### config.mk
export PLATFORM = sky130hd
export DESIGN_NAME = checksummed_frame_deframer
export DESIGN_NICKNAME = d
export VERILOG_FILES = /design/src/hdl/cfd_pkg.sv /design/src/hdl/checksummed_frame_deframer.sv
export SDC_FILE = /design/constraint.sdc
export NUM_CORES = 2
export LEC_CHECK = 0
export ABC_AREA = 0
export CAP_MARGIN = 20
export CORE_ASPECT_RATIO = 1.5
export CORE_MARGIN = 2
export CORE_UTILIZATION = 50
export DETAILED_ROUTE_END_ITERATION = 16
export DONT_BUFFER_PORTS = 1
export GPL_ROUTABILITY_DRIVEN = 0
export PLACE_DENSITY = 0.67
export SETUP_SLACK_MARGIN = 0.02
export SLEW_MARGIN = 10
export SYNTH_ARGS = -nofsm -noshare
export SYNTH_HDL_FRONTEND = slang
export SYNTH_SLANG_ARGS = --single-unit
### constraint.sdc
create_clock -name clk_i -period 9.9 [get_ports clk_i]
set_input_delay 2.97 -clock clk_i [delete_from_list [all_inputs] [get_ports clk_i]]
set_output_delay 2.97 -clock clk_i [all_outputs]
set_load 0.01 [all_outputs]
### src/hdl/cfd_pkg.sv
// Shared constants for the checksummed frame deframer.
// No dependencies.
`default_nettype none
package cfd_pkg;
  localparam int unsigned StoreDepth = 261;
  localparam int unsigned AddrBits   = 9;
  localparam int unsigned FixedBytes = 6;
  localparam int unsigned HdrBytes   = 4;
  localparam int unsigned OutBits    = 144;
  localparam logic [7:0]  SyncReset  = 8'hAA;
endpackage
`default_nettype wire

### src/hdl/checksummed_frame_deframer.sv
// Checksummed frame deframer top level.
// Depends on cfd_pkg.
// Usage:
//  - s_axis carries one received link byte per request (tdata[7:0]).
//  - cfg_* writes the sync byte (reset value 0xAA); write only when idle.
//  - m_axis gives one request per payload word of an accepted frame.
//    tlast marks the final word of a frame. An empty payload yields one
//    word with word_bytes 0.
//  - Bytes sit in a 512-entry circular buffer (one write, one read port,
//    registered read). Each buffer read has an address step and a data step.
//  - Per input byte: the byte is stored, bytes that are not the sync byte
//    are dropped one buffer read each while hunting sync, and the header
//    is read. A complete frame is read once for the checksums and once
//    more for the payload, and each word is handed out in turn. A failed
//    check drops one byte and rescans, which may hold s_axis_tready low
//    a while.
//  - Input is taken only while no frame is being processed.
//  - When m_axis_tready is low, hold the current word and stall.
//  - Reset empties the buffer and clears the rejection counter; no
//    clearing pass is needed.
`default_nettype none
module checksummed_frame_deframer
  import cfd_pkg::*;
#(
  parameter int unsigned COUNTER_BITS = 32
) (
  input  wire logic               clk_i,
  input  wire logic               rst_ni,
  input  wire logic               cfg_valid_i,
  output logic                    cfg_ready_o,
  input  wire logic [7:0]         cfg_data_i,   // sync_byte
  input  wire logic               s_axis_tvalid,
  output logic                    s_axis_tready,
  input  wire logic [7:0]         s_axis_tdata, // rx_byte
  output logic                    m_axis_tvalid,
  input  wire logic               m_axis_tready,
  // frame_address[7:0], frame_id[15:8], payload_length[23:16],
  // data_word[87:24], word_bytes[91:88], byte-sum check[99:92],
  // sum-of-sums check[107:100], rejected_count[139:108], zero[143:140]
  output logic [OutBits-1:0]      m_axis_tdata,
  output logic                    m_axis_tlast  // last_word
);

  localparam logic [2:0] S_IDLE = 3'd0;
  localparam logic [2:0] S_SCAN = 3'd1;
  localparam logic [2:0] S_HDR  = 3'd2;
  localparam logic [2:0] S_SUM  = 3'd3;
  localparam logic [2:0] S_CHK  = 3'd4;
  localparam logic [2:0] S_WORD = 3'd5;
  localparam logic [2:0] S_OUT  = 3'd6;

  logic [7:0] mem [2**AddrBits];

  logic [2:0]              state_q, state_d;
  logic                    phase_q, phase_d;
  logic [AddrBits-1:0]     head_q, head_d, fill_q, fill_d, idx_q, idx_d;
  logic [7:0]              sync_q, addr_q, addr_d, id_q, id_d, len_q, len_d;
  logic [7:0]              sum_q, sum_d, add_q, add_d, chks_q, chks_d, chka_q, chka_d;
  logic [7:0]              pos_q, pos_d;
  logic [3:0]              wcnt_q, wcnt_d;
  logic [63:0]             word_q, word_d;
  logic                    last_q, last_d;
  logic [COUNTER_BITS-1:0] rej_q, rej_d;
  logic [7:0]              rd_data_q;
  logic [AddrBits-1:0]     rd_addr, wr_addr, fsize, data_fsize;
  logic [7:0]              sum_nx;
  logic                    wr_en;

  assign rd_addr     = head_q + idx_q;
  assign wr_addr     = head_q + fill_q;
  assign fsize       = {1'b0, len_q} + AddrBits'(FixedBytes);
  assign data_fsize  = {1'b0, rd_data_q} + AddrBits'(FixedBytes);
  assign sum_nx      = sum_q + rd_data_q;
  assign cfg_ready_o = 1'b1;
  assign s_axis_tready = (state_q == S_IDLE);
  assign wr_en = s_axis_tvalid && s_axis_tready && (fill_q < AddrBits'(StoreDepth));

  // Buffer: one write and one registered read per cycle.
  always_ff @(posedge clk_i) begin
    if (wr_en) begin
      mem[wr_addr] <= s_axis_tdata;
    end
    rd_data_q <= mem[rd_addr];
  end

  always_comb begin
    state_d = state_q;
    phase_d = phase_q;
    head_d  = head_q;
    fill_d  = fill_q;
    idx_d   = idx_q;
    addr_d  = addr_q;
    id_d    = id_q;
    len_d   = len_q;
    sum_d   = sum_q;
    add_d   = add_q;
    chks_d  = chks_q;
    chka_d  = chka_q;
    pos_d   = pos_q;
    wcnt_d  = wcnt_q;
    word_d  = word_q;
    last_d  = last_q;
    rej_d   = rej_q;
    unique case (state_q)
      S_IDLE: begin
        if (s_axis_tvalid) begin
          if (wr_en) fill_d = fill_q + 1'b1;
          state_d = S_SCAN;
          phase_d = 1'b0;
          idx_d   = '0;
        end
      end
      S_SCAN: begin
        if (!phase_q) begin
          if (fill_q == '0) state_d = S_IDLE;
          else phase_d = 1'b1;
        end else begin
          phase_d = 1'b0;
          if (rd_data_q == sync_q) begin
            state_d = S_HDR;
            idx_d   = AddrBits'(1);
          end else begin
            // drop a byte that is not the sync byte
            head_d = head_q + 1'b1;
            fill_d = fill_q - 1'b1;
          end
        end
      end
      S_HDR: begin
        if (!phase_q) begin
          if (fill_q < AddrBits'(HdrBytes)) state_d = S_IDLE;
          else phase_d = 1'b1;
        end else begin
          phase_d = 1'b0;
          idx_d   = idx_q + 1'b1;
          if (idx_q == AddrBits'(1)) addr_d = rd_data_q;
          else if (idx_q == AddrBits'(2)) id_d = rd_data_q;
          else begin
            len_d = rd_data_q;
            if (fill_q < data_fsize) state_d = S_IDLE;
            else begin
              state_d = S_SUM;
              idx_d   = '0;
              sum_d   = '0;
              add_d   = '0;
            end
          end
        end
      end
      S_SUM: begin
        if (!phase_q) phase_d = 1'b1;
        else begin
          phase_d = 1'b0;
          sum_d   = sum_nx;
          add_d   = add_q + sum_nx;
          idx_d   = idx_q + 1'b1;
          if (idx_q == fsize - AddrBits'(3)) state_d = S_CHK;
        end
      end
      S_CHK: begin
        if (!phase_q) phase_d = 1'b1;
        else begin
          phase_d = 1'b0;
          idx_d   = idx_q + 1'b1;
          if (idx_q == fsize - AddrBits'(2)) chks_d = rd_data_q;
          else begin
            chka_d = rd_data_q;
            if (sum_q != chks_q || add_q != rd_data_q) begin
              if (rej_q != '1) rej_d = rej_q + 1'b1;
              head_d  = head_q + 1'b1;
              fill_d  = fill_q - 1'b1;
              idx_d   = '0;
              state_d = S_SCAN;
            end else begin
              idx_d  = AddrBits'(HdrBytes);
              pos_d  = '0;
              wcnt_d = '0;
              word_d = '0;
              last_d = (len_q == '0);
              state_d = (len_q == '0) ? S_OUT : S_WORD;
            end
          end
        end
      end
      S_WORD: begin
        if (!phase_q) phase_d = 1'b1;
        else begin
          phase_d = 1'b0;
          word_d  = word_q | (64'(rd_data_q) << {wcnt_q[2:0], 3'b000});
          wcnt_d  = wcnt_q + 1'b1;
          pos_d   = pos_q + 1'b1;
          idx_d   = idx_q + 1'b1;
          last_d  = (pos_q + 1'b1 == len_q);
          if (wcnt_q == 4'd7 || pos_q + 1'b1 == len_q) state_d = S_OUT;
        end
      end
      S_OUT: begin
        if (m_axis_tready) begin
          if (last_q) begin
            // remove the delivered frame and look for the next one
            head_d  = head_q + fsize;
            fill_d  = fill_q - fsize;
            idx_d   = '0;
            state_d = S_SCAN;
          end else begin
            wcnt_d  = '0;
            word_d  = '0;
            state_d = S_WORD;
          end
        end
      end
      default: state_d = S_IDLE;
    endcase
  end

  always_ff @(posedge clk_i or negedge rst_ni) begin
    if (!rst_ni) begin
      state_q <= S_IDLE;
      phase_q <= 1'b0;
      head_q  <= '0;
      fill_q  <= '0;
      idx_q   <= '0;
      rej_q   <= '0;
      sync_q  <= SyncReset;
    end else begin
      state_q <= state_d;
      phase_q <= phase_d;
      head_q  <= head_d;
      fill_q  <= fill_d;
      idx_q   <= idx_d;
      rej_q   <= rej_d;
      if (cfg_valid_i) sync_q <= cfg_data_i;
    end
  end

  always_ff @(posedge clk_i) begin
    addr_q <= addr_d;
    id_q   <= id_d;
    len_q  <= len_d;
    sum_q  <= sum_d;
    add_q  <= add_d;
    chks_q <= chks_d;
    chka_q <= chka_d;
    pos_q  <= pos_d;
    wcnt_q <= wcnt_d;
    word_q <= word_d;
    last_q <= last_d;
  end

  assign m_axis_tvalid = (state_q == S_OUT);
  assign m_axis_tlast  = last_q;
  assign m_axis_tdata  = {4'b0000, 32'(rej_q), chka_q, chks_q, wcnt_q, word_q,
                          len_q, id_q, addr_q};

endmodule
`default_nettype wire

; Word level (Yosys, flattened, before mapping)
; Memory sizes are Yosys's and may differ from the RTL's. A register that Yosys moved wholly into a read port is not among the register bits.
; Cells that the tools add are included.
[word_totals]
out_inout_bits = 148
elab_cells = 209
ram_bits = 4096
regBits = 204
n_memories = 1
[mem_list]
columns = memory, depth, width, read_ports, rd_clocked_by_memory_dff, wr, line
row1 = mem, 512, 8, 1, 1, 1, checksummed_frame_deframer.sv:52  ; logic [7:0] mem [2**AddrBits];
[op_classes]
eq_ne = 42
n_shift = 1
order_cmp = 3
reduce_logical = 30
n_addsub = 17
bitwise = 4
n_mux = 93
[op_table]
columns = operator, n
row1 = 64-bit 2-to-1 mux, 6
row2 = 9-bit 2-to-1 mux, 28
row3 = 64-bit case mux with 3 select lines, 1
row4 = 8-bit 2-to-1 mux, 10
row5 = 64-bit bitwise OR, 1
row6 = 8-bit by 6-bit << shifter with 64-bit output, 1
row7 = 3-bit 2-to-1 mux, 18
row8 = 9-bit case mux with 6 select lines, 1
row9 = 8-bit case mux with 2 select lines, 3
row10 = 9-bit case mux with 4 select lines, 1
row11 = 2-bit != test (second input constant), 17
row12 = 32-bit by 1-bit adder with 32-bit output (second input constant), 1
row13 = 32-bit != test (second input constant), 1
row14 = 9-bit by 1-bit adder with 9-bit output (second input constant), 3
row15 = 9-bit adder, 3
row16 = 9-bit case mux with 3 select lines, 1
row17 = 4-bit 2-to-1 mux, 6
row18 = 3-bit case mux with 7 select lines, 1
row19 = 8-bit by 3-bit adder with 9-bit output (second input constant), 2
row20 = 9-bit == test, 2
row21 = 9-bit by 2-bit subtractor with 9-bit output (second input constant), 2
row22 = 8-bit adder, 2
row23 = 8-bit == test, 2
row24 = 8-bit != test, 2
row25 = 42 further kinds, 75

; Depth between registers and ports, before layout
[depth]
word_depth = 7
mapped_depth = 16
mapped_depth_nobuf = 15

; Least setup slack after synthesis
; No wires, ideal clock.
[synth_timing]
path_kind = in2reg
from = input s_axis_tvalid
to = memory mem[100][0], enable pin
n_path_buf = 1
slack_ps = 5160
cell_stages = 5
required_time_ps = 9517
arrival_ps = 4357
path_cell_list = nand3_1 -> nor3_1 -> nand2_1 -> clkbuf_1 -> nor3_1
[synth_between]
elab_chain_cells = 4
[synth_lines]
columns = item, line
row1 = "start, declared", checksummed_frame_deframer.sv:32  ; input wire logic s_axis_tvalid,
row2 = 1-bit logical AND (2 in a row), checksummed_frame_deframer.sv:76  ; assign wr_en = s_axis_tvalid && s_axis_tready && (fill_q < AddrBits'(StoreDepth));
row3 = 1-bit 2-to-1 mux, checksummed_frame_deframer.sv:80  ; if (wr_en) begin
row4 = 1-bit 2-to-1 mux (implied by the code), checksummed_frame_deframer.sv:81  ; mem[wr_addr] <= s_axis_tdata;
row5 = "end, declared", checksummed_frame_deframer.sv:52
; Every way passes these cells.

; Final worst setup path
[layout_timing]
from = register idx_q[0]
to = register rd_data_q[2], read port of mem
[layout_between]
elab_chain_cells = 1
[layout_lines]
columns = item, line
row1 = "start, declared", checksummed_frame_deframer.sv:56  ; logic [AddrBits-1:0] head_q, head_d, fill_q, fill_d, idx_q, idx_d;
row2 = "start signal, assigned", checksummed_frame_deframer.sv:230  ; idx_q <= idx_d;
row3 = 9-bit adder, checksummed_frame_deframer.sv:69  ; assign rd_addr = head_q + idx_q;
row4 = "end, declared", checksummed_frame_deframer.sv:64  ; logic [7:0] rd_data_q;
; Every way passes these cells.
; A chain may end at the register's enable or synchronous reset.

==> out/metrics.cfg <==
[outcome]
status=finished, violations left
violations=max-slew violations

[place]
placed_cells_incl_taps=12300
hpwl_um=252000
pre_cts_ws_ns=3.42
io_buffers=0

[detailed_routing]
drt_pre_antenna_iters=6
first_iter_violations=10400
drc_errors=0
wirelength_um=432000
vias=83700
ant_nets=0
viasPerCell=6.39
wl_per_cell_um=33.0

[logic_synthesis]
synth_warnings=0
ys_ff_latch=4308
async_reset_ff_share_pct=1.65
yosysSeqAreaShare_pct=75.4
synth_edf_count=4229
yosysUniqueCellTypes=97
synthFlopType=edfxtp_1
avgSynthCellArea_um2=21.5
synth_area_mm2=0.171
syn-instance-count=7951

[timing]
finalCriticalPeriod_ns=6.63
rsz0062_at_grt=no
final.setup.tns_ns=0
hold_viol=0
layout_setup_ws_ns=3.27
tightestPinTransition_ns=2.30
slew_viol_final=272
finClkSkew_ns=0.0575
setup_violations=0
slew-limit-headroom_pct=-53.2
fmax_ghz=0.151
fin_crit_sh_pct=67.0

[floorplanning]
rows=263
coreArea_mm2=0.341
die_area_mm2=0.347
top_level_ports=169
die-width_um=482
chipHeight_um=720
start_util_pct=50.1

[cts]
post_cts_resized=0
post_cts_buffers=0
insertion_delay_ns=0.95
cts-buffers-inserted=370
tritoncts=done
cts-root-buf=clkbuf_16
path_clk_slew_ns=0.07
hold_buffers=0
cts.sinks=4308
cts_max_path_buffers=4
htreeDepth=5

[cells_and_area]
fill_cells=24500
final_util_pct=56.1
layout_commonest_cell=edfxtp_1
syn_to_final_growth_pct=11.9
fin_cells=13100
drive_gt1_share_pct=29.1
final_cell_mix=4229 x edfxtp_1, 1260 x mux4_2, 457 x nor3_1, 384 x clkbuf_16, 214 x buf_4
nets=8381

[setup_path]
crit_fanout=134
cp.arrival_ns=7.39
crit_path_end_kind=flip-flop
cp.required_ns=10.66
worstSetupStartpointType=flip-flop
worst-setup-path-type=reg -> reg
reg2reg_depth=10

[run]
max-cap-violations=0

[global_route]
grt_max_degree=513
antenna_found_initial=7
grt_pass1_vias=85400
grt_usage_pct=24.7
grt_pass1_wl_um=621000
overflow=0

[power]
ir_drop_mv=0.420
p_leak_nw=60.4
powerDensity_mw_per_mm2=335

[hold_path]
min-delay-path-class=reg -> reg
min_path_cells=1

[layer usage]
layer  vias up  routed length [µm]  global-route usage [%]
met5         -                  23                       0
met4         4               18900                    9.48
met3       743               34500                    3.58
met2      4299              223000                    42.4
met1     44600              156000                    32.1
li1      34100                   -                       -
[synthesized netlist by cell type, types with 5 or more instances]
master / instances / share of area, %
a32o_1: 8 / 0.047
nand4_1: 23 / 0.084
o21ai_0: 50 / 0.15
inv_1: 38 / 0.083
and3_1: 36 / 0.13
dfrtp_1: 67 / 0.98
xnor2_1: 90 / 0.46
nor4_1: 32 / 0.12
o22ai_1: 36 / 0.13
a21oi_1: 132 / 0.39
a21o_1: 18 / 0.079
ha_1: 66 / 0.48
mux2_4: 14 / 0.12
and2_1: 13 / 0.048
mux4_2: 1260 / 17
clkbuf_1: 302 / 0.66
a22oi_1: 8 / 0.035
o21a_1: 9 / 0.039
nand2b_1: 10 / 0.037
nor2b_1: 12 / 0.044
buf_2: 143 / 0.42
fa_1: 6 / 0.070
nand2_1: 156 / 0.34
or3_1: 7 / 0.026
nor3_1: 558 / 1.6
mux2i_1: 91 / 0.53
a31oi_1: 9 / 0.033
dfxtp_1: 8 / 0.094
o211ai_1: 6 / 0.026
a211oi_1: 10 / 0.044
a211o_1: 5 / 0.026
nor2_1: 205 / 0.45
o31ai_1: 6 / 0.026
mux2_2: 9 / 0.059
buf_1: 55 / 0.12
buf_4: 20 / 0.088
and4_1: 7 / 0.036
edfxtp_1: 4229 / 74
nand3_1: 52 / 0.15
o21bai_1: 8 / 0.035
xor2_1: 45 / 0.23
[critical path: stages, from the launching register on]
cell     delay [ns]
dfrtp_1        0.50
ha_4           0.23
fa_4           1.41
buf_4          0.86
buf_12         0.58
mux4_2         0.45
mux4_2         0.47
nand2_1        0.08
a21oi_1        0.30
nor4_1         0.91
a22oi_1        0.27
[through the flow]
stage                     instance area, µm²  power [mW]  hold WS [ns]
final                                 191000        64.1         0.541
after global routing                  191000        66.0         0.571
after CTS                             190000        64.3         0.542
after detailed placement              178000        49.4         0.528
after global placement                176000        49.0         0.517
after floorplan                       171000        39.8         0.498
[sequential cells by signal (all words and copies together) (netlist names), 9 cells and up]
signal,flops
mem,4096
word_q,64
rej_q,32
fill_q,9
head_q,9
idx_q,9
[cell families after synthesis]
logic type               Yosys count  share of synthesized area (%)
AO/OA/AOI/OAI                    357                           1.39
XOR/XNOR                         143                          0.802
adder cells (fa/ha/maj)           72                          0.553
buffers and inverters            560                           1.38
flip-flops                      4308                           75.4
multiplexers                    1375                           17.3
other                              2                        0.00439
AND/OR/NAND/NOR                 1134                           3.21
[path summary, 6_finish.rpt]
check | startpoint | to | slack, ns
max in group asynchronous | rst_ni | sync_q[5] | 8.00
hold / removal | sync_q[4] | sync_q[4] | 0.54
min in group asynchronous | rst_ni | rej_q[9] | 1.71
setup reg to reg | idx_q[0] | rd_data_q[2] | 3.27
hold reg to reg | sync_q[4] | sync_q[4] | 0.54
setup / recovery | idx_q[0] | rd_data_q[2] | 3.27
[final cells by class]
cell class	count	area (µm²)	area share [%]
diodes	5	12.5	0.00653
multi-input cells	3086	40700	21.2
flip-flops and latches	4308	129000	67.3
inverters	39	146	0.0765
clock inverters	212	2430	1.27
well taps	4505	5640	2.94
repair buffers	483	3720	1.94
clock buffers	457	9940	5.19
[power breakdown]
part / switching, mW / internal, mW / leakage, nW
Combinational: 16.1 / 12.6 / 15.3
Clock: 6.53 / 8.49 / 6.02
Sequential: 0.153 / 20.2 / 39.2
Total: 22.8 / 41.3 / 60.4
No activity file was read; power rests on OpenSTA's default activity.
